**config.mk**
```make
export PLATFORM = sky130hd
export DESIGN_NAME = iir_filter_direct_form_one
export DESIGN_NICKNAME = d
export VERILOG_FILES = /design/src/hw/rtl/iir_df1_pkg.sv /design/src/hw/rtl/iir_filter_direct_form_one.sv
export SDC_FILE = /design/constraint.sdc
export NUM_CORES = 2
export LEC_CHECK = 0
export BUFFER_PORTS_ARGS = -buffer_cell sky130_fd_sc_hd__buf_2
export CORE_MARGIN = 3
export CORE_UTILIZATION = 59
export DETAILED_ROUTE_END_ITERATION = 16
export GPL_TIMING_DRIVEN = 0
export PLACE_DENSITY = 0.83
export SLEW_MARGIN = 5
export SYNTH_ARGS = -nofsm -noshare
export SYNTH_HDL_FRONTEND = slang
export SYNTH_SLANG_ARGS = --single-unit
export TNS_END_PERCENT = 30
```
**constraint.sdc**
```tcl
create_clock -name i_clk -period 8.2 [get_ports i_clk]
set_clock_uncertainty 0.1 [all_clocks]
set_input_delay 0.82 -clock i_clk [delete_from_list [all_inputs] [get_ports i_clk]]
set_output_delay 0.82 -clock i_clk [all_outputs]
set_load 0.01 [all_outputs]
```
**src/hw/rtl/iir_df1_pkg.sv**
```systemverilog
`default_nettype none

package iir_df1_pkg;

    // filter shape
    localparam int FILTER_ORDER   = 3;
    localparam int COEF_FRAC_BITS = 14;
    localparam int HIST_DEPTH     = 3;
    localparam int NUM_TAPS       = 2 * FILTER_ORDER + 1;

    // widths
    localparam int SAMPLE_W = 16;
    localparam int COEF_W   = 18;
    localparam int PROD_W   = COEF_W + SAMPLE_W;
    localparam int ACC_W    = PROD_W + $clog2(NUM_TAPS + 1);
    localparam int REM_W    = COEF_W + 1;
    localparam int CNT_W    = $clog2(ACC_W);

    // register map
    localparam int NUM_REGS  = 8;
    localparam int IDX_W     = $clog2(NUM_REGS);
    localparam int REG_FEED0 = 0;
    localparam int REG_NORM  = 4;

    localparam logic signed [COEF_W-1:0]   COEF_ONE = COEF_W'(1 << COEF_FRAC_BITS);
    localparam logic signed [SAMPLE_W-1:0] OUT_MAX  = SAMPLE_W'(32767);
    localparam logic signed [SAMPLE_W-1:0] OUT_MIN  = SAMPLE_W'(-32768);

    typedef enum logic [1:0] {
        ST_IDLE,
        ST_MAC,
        ST_DIV,
        ST_DONE
    } t_state;

endpackage

`default_nettype wire

```
**src/hw/rtl/iir_filter_direct_form_one.sv**
```systemverilog
`default_nettype none
// Direct form I recursive filter, order FILTER_ORDER, 16-bit samples, Q4.14 coefficients.
// Input channel (i_s_axis_*): one sample per request; o_s_axis_tready is high only
// while the sequencer is idle. Output channel (o_m_axis_*): one filtered sample per
// input, with tuser flagging saturation (clipped output or zero norm coefficient).
// Coefficients are written through i_cfg_we / i_cfg_index / i_cfg_data; the user must
// write them only while idle, the block itself does not enforce it.
// One shared 18x16 multiplier runs the 2*FILTER_ORDER+1 products, each held in a
// product register before it is accumulated, then a restoring divider produces one
// quotient bit per cycle for ACC_W (37) quotient bits, then the done state loads the
// output register. Ready rises as the result enters the output register, and no new
// sample is taken before that; a zero norm coefficient skips the divider.
// The output register holds a finished result while the receiver stalls; the next
// sample is taken meanwhile and its result waits in the done state until the
// output register frees up.
// Reset (synchronous, active low) restores b0 = a0 = 1.0, all other coefficients
// zero, clears both delay lines and drops any pending result.
module iir_filter_direct_form_one
    import iir_df1_pkg::*;
(
    input  wire                 i_clk,
    input  wire                 i_rst_n,
    // sample request
    input  wire                 i_s_axis_tvalid,
    output logic                o_s_axis_tready,
    input  wire  [15:0]         i_s_axis_tdata,   // [15:0] sample_in
    // result request
    output logic                o_m_axis_tvalid,
    input  wire                 i_m_axis_tready,
    output logic [15:0]         o_m_axis_tdata,   // [15:0] filtered_out
    output logic                o_m_axis_tuser,   // [0] saturated
    // coefficient writes
    input  wire                 i_cfg_we,
    input  wire  [IDX_W-1:0]    i_cfg_index,
    input  wire  [COEF_W-1:0]   i_cfg_data
);

    t_state r_state, n_state;
    logic [CNT_W-1:0] r_cnt, n_cnt;

    logic signed [COEF_W-1:0]   r_coef [NUM_REGS];
    logic signed [SAMPLE_W-1:0] r_xh [HIST_DEPTH];
    logic signed [SAMPLE_W-1:0] r_yh [HIST_DEPTH];
    logic signed [SAMPLE_W-1:0] r_x0;

    logic signed [PROD_W-1:0] r_prod;
    logic                     r_prod_sub;
    logic signed [ACC_W-1:0]  r_acc;
    logic [ACC_W-1:0]         r_num;
    logic [REM_W-1:0]         r_rem;
    logic [COEF_W-1:0]        r_den_mag;
    logic                     r_neg;
    logic                     r_zden;

    logic [SAMPLE_W-1:0] r_out_data;
    logic                r_out_sat;
    logic                r_out_valid;

    logic signed [COEF_W-1:0]   tap_coef;
    logic signed [SAMPLE_W-1:0] tap_smp;
    logic                       tap_sub;
    logic signed [ACC_W-1:0]    acc_next;
    logic [ACC_W-1:0]           acc_mag;
    logic [REM_W-1:0]           rem_sh;
    logic                       rem_ge;
    logic [SAMPLE_W-1:0]        res_data;
    logic                       res_sat;
    logic                       s_accept;
    logic                       out_load;
    logic                       mac_last;
    logic                       div_last;

    assign s_accept = i_s_axis_tvalid && o_s_axis_tready;
    assign mac_last = (r_cnt == CNT_W'(NUM_TAPS));
    assign div_last = (r_cnt == CNT_W'(ACC_W - 1));
    assign out_load = (r_state == ST_DONE) && (!r_out_valid || i_m_axis_tready);

    // tap operand select for the shared multiplier
    always_comb begin
        tap_coef = '0;
        tap_smp  = '0;
        tap_sub  = 1'b0;
        for (int j = 0; j < NUM_TAPS; j++) begin
            if (r_cnt == CNT_W'(j)) begin
                if (j == 0) begin
                    tap_coef = r_coef[REG_FEED0];
                    tap_smp  = r_x0;
                end else if (j <= FILTER_ORDER) begin
                    tap_coef = r_coef[REG_FEED0 + j];
                    tap_smp  = r_xh[(j > 0) ? j - 1 : 0];
                end else begin
                    tap_coef = r_coef[REG_NORM + j - FILTER_ORDER];
                    tap_smp  = r_yh[(j > FILTER_ORDER) ? j - FILTER_ORDER - 1 : 0];
                    tap_sub  = 1'b1;
                end
            end
        end
    end

    // accumulate the registered product
    always_comb begin
        if (r_prod_sub) begin
            acc_next = r_acc - ACC_W'(r_prod);
        end else begin
            acc_next = r_acc + ACC_W'(r_prod);
        end
        acc_mag = acc_next[ACC_W-1] ? ACC_W'(-acc_next) : ACC_W'(acc_next);
    end

    // restoring divider step
    always_comb begin
        rem_sh = {r_rem[REM_W-2:0], r_num[ACC_W-1]};
        rem_ge = (rem_sh >= {1'b0, r_den_mag});
    end

    // saturate the quotient to 16 bits
    always_comb begin
        res_sat  = 1'b0;
        res_data = r_num[SAMPLE_W-1:0];
        if (r_zden) begin
            res_sat  = 1'b1;
            res_data = r_neg ? OUT_MIN : OUT_MAX;
        end else if (!r_neg) begin
            if (r_num > ACC_W'(32767)) begin
                res_sat  = 1'b1;
                res_data = OUT_MAX;
            end
        end else begin
            if (r_num > ACC_W'(32768)) begin
                res_sat  = 1'b1;
                res_data = OUT_MIN;
            end else begin
                res_data = SAMPLE_W'(-r_num[SAMPLE_W-1:0]);
            end
        end
    end

    // sequencer next state
    always_comb begin
        n_state = r_state;
        n_cnt   = r_cnt;
        case (r_state)
            ST_IDLE: begin
                if (s_accept) begin
                    n_state = ST_MAC;
                    n_cnt   = '0;
                end
            end
            ST_MAC: begin
                n_cnt = r_cnt + 1'b1;
                if (mac_last) begin
                    n_cnt   = '0;
                    n_state = (r_coef[REG_NORM] == '0) ? ST_DONE : ST_DIV;
                end
            end
            ST_DIV: begin
                n_cnt = r_cnt + 1'b1;
                if (div_last) begin
                    n_cnt   = '0;
                    n_state = ST_DONE;
                end
            end
            ST_DONE: begin
                if (out_load) begin
                    n_state = ST_IDLE;
                end
            end
            default: begin
                n_state = ST_IDLE;
                n_cnt   = '0;
            end
        endcase
    end

    always_ff @(posedge i_clk) begin
        if (!i_rst_n) begin
            r_state <= ST_IDLE;
            r_cnt   <= '0;
        end else begin
            r_state <= n_state;
            r_cnt   <= n_cnt;
        end
    end

    assign o_s_axis_tready = (r_state == ST_IDLE);

    // coefficient registers
    always_ff @(posedge i_clk) begin
        if (!i_rst_n) begin
            for (int k = 0; k < NUM_REGS; k++) begin
                r_coef[k] <= '0;
            end
            r_coef[REG_FEED0] <= COEF_ONE;
            r_coef[REG_NORM]  <= COEF_ONE;
        end else if (i_cfg_we) begin
            r_coef[i_cfg_index] <= i_cfg_data;
        end
    end

    // delay lines, shifted when a result is handed to the output register
    always_ff @(posedge i_clk) begin
        if (!i_rst_n) begin
            for (int k = 0; k < HIST_DEPTH; k++) begin
                r_xh[k] <= '0;
                r_yh[k] <= '0;
            end
        end else if (out_load) begin
            for (int k = HIST_DEPTH - 1; k > 0; k--) begin
                r_xh[k] <= r_xh[k-1];
                r_yh[k] <= r_yh[k-1];
            end
            r_xh[0] <= r_x0;
            r_yh[0] <= res_data;
        end
    end

    // datapath: multiply-accumulate then serial divide
    always_ff @(posedge i_clk) begin
        if (s_accept) begin
            r_x0       <= i_s_axis_tdata;
            r_acc      <= '0;
            r_prod     <= '0;
            r_prod_sub <= 1'b0;
        end
        if (r_state == ST_MAC) begin
            r_prod     <= tap_coef * tap_smp;
            r_prod_sub <= tap_sub;
            r_acc      <= acc_next;
            if (mac_last) begin
                r_num     <= acc_mag;
                r_rem     <= '0;
                r_zden    <= (r_coef[REG_NORM] == '0);
                r_neg     <= (r_coef[REG_NORM] == '0) ? acc_next[ACC_W-1]
                           : (acc_next[ACC_W-1] ^ r_coef[REG_NORM][COEF_W-1]);
                r_den_mag <= r_coef[REG_NORM][COEF_W-1] ? COEF_W'(-r_coef[REG_NORM])
                           : COEF_W'(r_coef[REG_NORM]);
            end
        end
        if (r_state == ST_DIV) begin
            r_rem <= rem_ge ? REM_W'(rem_sh - {1'b0, r_den_mag}) : rem_sh;
            r_num <= {r_num[ACC_W-2:0], rem_ge};
        end
    end

    // output register
    always_ff @(posedge i_clk) begin
        if (!i_rst_n) begin
            r_out_valid <= 1'b0;
        end else if (out_load) begin
            r_out_valid <= 1'b1;
        end else if (i_m_axis_tready) begin
            r_out_valid <= 1'b0;
        end
    end

    always_ff @(posedge i_clk) begin
        if (out_load) begin
            r_out_data <= res_data;
            r_out_sat  <= res_sat;
        end
    end

    assign o_m_axis_tvalid = r_out_valid;
    assign o_m_axis_tdata  = r_out_data;
    assign o_m_axis_tuser  = r_out_sat;

    // checks
    a_accept_starts_mac: assert property (@(posedge i_clk) disable iff (!i_rst_n)
        s_accept |=> (r_state == ST_MAC) && (r_cnt == '0))
        else $error("accepted sample did not start the product sequence");

    a_div_remainder: assert property (@(posedge i_clk) disable iff (!i_rst_n)
        (r_state == ST_DONE) && !r_zden |-> (r_rem < {1'b0, r_den_mag}))
        else $error("divider remainder not below divisor");

    a_out_from_done: assert property (@(posedge i_clk) disable iff (!i_rst_n)
        $rose(o_m_axis_tvalid) |-> ($past(r_state) == ST_DONE))
        else $error("result shown without a finished computation");

    a_zero_den_sat: assert property (@(posedge i_clk) disable iff (!i_rst_n)
        out_load && r_zden |=> o_m_axis_tuser)
        else $error("zero norm coefficient result not flagged");

endmodule

`default_nettype wire
```
# Yosys cells after proc, flatten, opt, wreduce, memory -nomap -nowiden
# Memories as Yosys holds them, arrays and structs flattened.
# Index checks and enable logic that the tools add are counted.
[totals]
regBits = 189
ramBits = 240
in_bits = 42
output_inout_bits = 19
elab_cells = 142
memories = 3
[memory_table]
columns = ["memory", "depth", "width", "rd", "rd_clocked_by_memory_dff", "wr", "line", "text"]
rows = [
  ["r_coef", 8, 18, 8, 0, 8, "iir_filter_direct_form_one.sv:41", "logic signed [COEF_W-1:0] r_coef [NUM_REGS];"],
  ["r_xh", 3, 16, 3, 0, 3, "iir_filter_direct_form_one.sv:42", "logic signed [SAMPLE_W-1:0] r_xh [HIST_DEPTH];"],
  ["r_yh", 3, 16, 3, 0, 3, "iir_filter_direct_form_one.sv:43", "logic signed [SAMPLE_W-1:0] r_yh [HIST_DEPTH];"],
]
[classes]
n_addsub = 7
mul = 1
magnitude_cmp = 3
n_eq_ne = 15
muxes = 72
bitwise_logic = 9
n_reduce_logical = 17
[op_table]
columns = ["cell", "count"]
rows = [
  ["16-bit two-way mux", 18],
  ["37-bit two-way mux", 7],
  ["18-bit two-way mux", 14],
  ["34-bit two-way mux", 2],
  ["37-bit by 34-bit adder with 37-bit output", 1],
  ["37-bit by 15-bit greater-than comparator with 1-bit output, second input constant", 1],
  ["37-bit by 16-bit greater-than comparator with 1-bit output, second input constant", 1],
  ["37-bit negation", 1],
  ["37-bit by 34-bit subtractor with 37-bit output", 1],
  ["18-bit by 16-bit multiplier with 34-bit output", 1],
  ["6-bit by 3-bit equality test with 1-bit output, second input constant", 4],
  ["1-bit two-way mux", 20],
  ["19-bit by 18-bit >= comparator with 1-bit output", 1],
  ["18-bit logical NOT", 1],
  ["6-bit two-way mux", 3],
  ["18-bit negation", 1],
  ["6-bit one-hot mux with 3 select lines", 1],
  ["18-bit OR reduction", 1],
  ["18-bit subtractor", 1],
  ["17-bit two-way mux", 1],
  ["16-bit negation", 1],
  ["6-bit by 2-bit equality test with 1-bit output, second input constant", 2],
  ["2-bit two-way mux", 4],
  ["1-bit OR", 8],
  ["19 further kinds", 28],
]

# Depth between registers and ports, before layout
[logic_depth]
depth_word = 10
mapped_depth = 37
depth_no_buf = 35

# Worst setup path before layout
# No wires, ideal clock.
[synth_path]
path_kind = "register -> register"
start = "reg r_cnt[3]"
end = "reg r_prod[33] (data pin)"
setup_time_ps = 266
arrival_ps = 8307
t_required_ps = 7834
setup_slack_ps = -473
stages_incl_launch_ff = 37
path_buffers = 4
period_less_slack_ps = 8673
path_cell_list = "dfxtp_1 > nor4_1 > clkbuf_1 > and3b_1 > clkbuf_1 > clkbuf_1 > a222oi_1 > nor3_1 > a221oi_1 > nand2_1 > o21ai_0 > a21oi_1 > clkbuf_1 > nand2_1 > fa_1 > inv_1 > fa_1 > inv_1 > fa_1 > inv_1 > fa_1 > fa_1 > inv_1 > fa_1 > inv_1 > ha_1 > a21o_1 > a21oi_1 > nor2b_1 > o311ai_0 > a311oi_1 > nor2_1 > a2111oi_0 > nor3_1 > o31ai_1 > xnor2_1 > nor2_1"
[synth_via]
elab_chain_cells = 10
elab_cells_between_ends = 23
classes_between = "mul (1); eq/ne (6); mux (15); reduce/logical (1)"
[synth_lines]
columns = ["element", "line", "text"]
rows = [
  ["from (decl)", "iir_filter_direct_form_one.sv:39", "logic [CNT_W-1:0] r_cnt, n_cnt;"],
  ["from (signal assigned)", "iir_filter_direct_form_one.sv:181", "r_cnt <= n_cnt;"],
  ["6-bit logical NOT", "iir_filter_direct_form_one.sv:84", "if (r_cnt == CNT_W'(j)) begin"],
  ["18-bit two-way mux / 16-bit two-way mux (equally long branches) (7 in series)", "iir_filter_direct_form_one.sv:84", ""],
  ["18-bit by 16-bit multiplier with 34-bit output *", "iir_filter_direct_form_one.sv:226", "r_prod <= tap_coef * tap_smp;"],
  ["34-bit two-way mux *", "iir_filter_direct_form_one.sv:225", "if (r_state == ST_MAC) begin"],
  ["to (signal assigned)", "iir_filter_direct_form_one.sv:226", ""],
  ["to (decl)", "iir_filter_direct_form_one.sv:46", "logic signed [PROD_W-1:0] r_prod;"],
]
# Every way passes the cells marked *; elsewhere a longest branch is shown, timed or not.
# A chain may end at the register's enable or synchronous reset.

# Final worst setup path
[layout_path]
start = "reg r_cnt[3]"
end = "reg r_prod[29] (data pin)"
# Same word-level chain as after synthesis.

==> metrics.md <==
| Metric | Value |
|---|---|
| Mean Syn Cell Area | `10.02 sq um` |
| Fin crit share | `107.3%` |
| GRT met3 Usage | `6.191%` |
| Hold Fails Final Rpt | `0` |
| Reg clk slew, reported paths | `0.06 ns` |
| Die Ht | `247.8 microns` |
| Buffers on Ports | `59` |
| Largest stage delay on the critical path | `0.62 ns` |
| Num CTS Buffers | `45` |
| First-pass GRT wire length | `151800 microns` |
| Yosys warnings | `0` |
| Mapped Cells | `3441` |
| ANT nets after route | `0` |
| Root Buffer | `clkbuf_16` |
| WL final | `106400 microns` |
| GRT Total Usage | `32.06%` |
| Count of clock tree sinks | `429` |
| Final instance area | `0.04064 sq mm` |
| RePlAce Congestion | `0.9945` |
| GR peak layer | `met2` |
| Share of cells above drive strength 1 | `17.78%` |
| Syn Nets | `3929` |
| IO Pins | `61` |
| Die area | `0.06140 sq mm` |
| Vias in the first global route | `27595` |
| Asr flop ratio synth | `0%` |
| Arr. time, crit path | `9.02 ns` |
| Critical path required time | `8.42 ns` |
| FMAX | `113.7 MHz` |
| Netlist Area Pre-Place | `0.03449 sq mm` |
| Place WS | `-2.363 ns` |
| Main flop type after synthesis | `edfxtp_1` |
| CTS max path bufs | `3` |
| H-tree depth | `2` |
| Synth unique cells | `86` |
| FP Rows | `87` |
| Pins Over Slew Limit | `0` |
| Area delta synth->final | `17.83%` |
| Gr ovfl total | `0` |
| Kind of critical path | `flop to flop` |
| Clk_lat worst skew | `0.60 ns` |
| Area after DPL | `0.03594 sq mm` |
| Flop and latch count out of synthesis | `429` |
| Core area | `0.05715 sq mm` |
| EDFF count, synth | `420` |
| Tightest Pin Transition | `0.9972 ns` |
| Cells after DPL | `4262` |
| Die width | `247.8 microns` |
| Wire length per cell | `23.73 microns` |
| Antenna violations before repair | `0` |
| Hold buffer count at CTS | `0` |
| Slew HR | `33.52%` |
| Initial DRT Pass Iterations | `9` |
| Cell Count, Final, Fillers Out | `4485` |
| GR Layer Usage met1 | `39.38%` |
| DRC viols | `0` |
| M2 GR Usage | `54.40%` |
| TritonCTS clock tree | `built` |
| Crit-path max FO | `10` |
| Status | `finished with violations` |
| RSZ-0062 raised after global routing | `yes` |
| Min cycle time layout | `8.795 ns` |
| Max_cap viols | `0` |
| HP Class | `primary input to flop` |
| Iter 0 DRT Violations | `3502` |
| Slowest cell on crit path | `fa_1` |
| Initial Util | `60.35%` |
| Post-synthesis sequential area ratio | `37.09%` |
| Critical path endpoint category | `flop` |
| Vias/cell | `6.390` |
| Post-DP HPWL | `71330 microns` |
| Setup-failing EPs final | `14` |
| Final Hold Slack | `0.2883 ns` |
| Via Count | `28660` |
| Largest net degree at the start of global routing | `75` |
| Worst Setup Start Kind | `flop` |
| Final WS setup | `-0.5950 ns` |
| # nets final | `4180` |
| Failing checks | `setup timing` |
==> layer usage <==
metal / vias to the layer above / share of wire (%)
li1: 12198 / -
met1: 13748 / 34
met2: 2076 / 47
met3: 636 / 11
met4: 2 / 7.3
met5: - / 0.034
==> what timing repair did <==
action | in CTS | in global routing
endpoints found under the hold margin | 0 | 0
pin swaps | 83 | 115
gates resized for setup | 301 | 217
buffers inserted | 82 | 67
gates cloned | 4 | 1
endpoints found under the setup margin | 24 | 18
==> worst paths after layout <==
| path | startpoint | endpoint | slack, ns | depth (start not counted) |
|---|---|---|---|---|
| setup / recovery | r_cnt[3]$_SDFFE_PN0P_ | r_prod[29]$_SDFFCE_PN0P_ | -0.60 | 35 |
| hold / removal | i_s_axis_tdata[2] | r_x0[2]$_DFFE_PP_ | 0.29 | 1 |
| setup reg to reg | r_cnt[3]$_SDFFE_PN0P_ | r_prod[29]$_SDFFCE_PN0P_ | -0.60 | 35 |
| hold reg to reg | r_coef[4][0]$_SDFFCE_PN0P_ | r_den_mag[0]$_DFFE_PP_ | 0.42 | 0 |
==> critical path: cells and delay by family (launching register included) <==
kind            cells  cell delay, ns
compound gates      8            1.30
simple gates        8            1.68
buf+inv            11            1.44
xor+xnor            1            0.17
flops               1            0.37
fa+ha+maj           7            3.43
==> Yosys cell counts, drive strengths merged, types with 26 or more instances <==
master	instances	area (sq um)
o21ai	112	560.5
nor2	367	1378
o21a	35	265.3
mux2	32	364.1
nor3	103	536.8
a222oi	34	340.3
a21oi	116	588.1
and2	281	1758
xnor2	108	945.9
nand2	275	1032
nand3	28	140.1
clkbuf	124	465.5
nand2b	44	275.3
a21o	37	277.8
ha	154	1927
xor2	41	366.6
edfxtp	420	12610
a221oi	27	236.5
inv	426	1599
fa	292	5846
mux2i	26	260.3
==> cell type report <==
cell class	instances	area, sq um
diodes	1	2.502
plain buffers	134	834.6
clock buffers	50	1166
clock inverters	33	399.1
fillers	3660	16510
inverters	428	1612
multi-input cells	2439	21090
flip-flops and latches	429	12810
well taps	756	945.9
repair buffers	215	1783
==> sequential cells by signal, summed over array words and instances (netlist names), 2 cells and up <==
name / flops
r_coef: 144
r_xh: 48
r_yh: 48
r_acc: 37
r_num: 37
r_prod: 34
r_den_mag: 18
r_rem: 18
o_m_axis_tdata: 16
r_x0: 16
r_cnt: 6
r_state: 2
==> logic make-up after synthesis <==
| logic type | after synthesis | share of synthesized area, % |
|---|---|---|
| multiplexers | 58 | 1.810 |
| AO/OA/AOI/OAI | 526 | 10.43 |
| adder cells (fa/ha/maj) | 446 | 22.53 |
| XOR/XNOR | 149 | 3.805 |
| AND/OR/NAND/NOR | 1259 | 18.03 |
| buffers and inverters | 574 | 6.301 |
| flip-flops | 429 | 37.09 |
==> metrics by stage <==
stage          util [%]  setup TNS (ns)
5_1_grt           71.11          -7.181
2_1_floorplan         -               0
4_1_cts           68.81         -0.5249
6_report          71.12          -3.705
3_3_place_gp      62.61          -36.64
3_5_place_dp      62.89          -34.19
==> cell usage in the layout, fill, tap and decap left out, types with 19 or more instances in the layout <==
master	instances
edfxtp_1	420
inv_1	404
nor2_1	352
fa_1	277
and2_1	274
nand2_1	256
ha_1	133
buf_4	112
xnor2_1	107
a21oi_1	93
nor3_1	74
buf_2	72
clkbuf_1	71
o21ai_0	64
clkbuf_16	48
nand2b_1	41
xor2_1	40
a21o_1	37
buf_6	36
a222oi_1	34
mux2_2	31
nand3_1	28
nor3_2	26
mux2i_1	26
o22ai_1	24
or3_1	24
nand4_1	24
nor2b_1	22
o21ai_2	20
inv_2	20
nor4_1	20
ha_4	20
o21a_1	19
and3_1	19
Power is not shown: default switching activity piles up to over one toggle a cycle in this logic, so the estimate is an artifact.
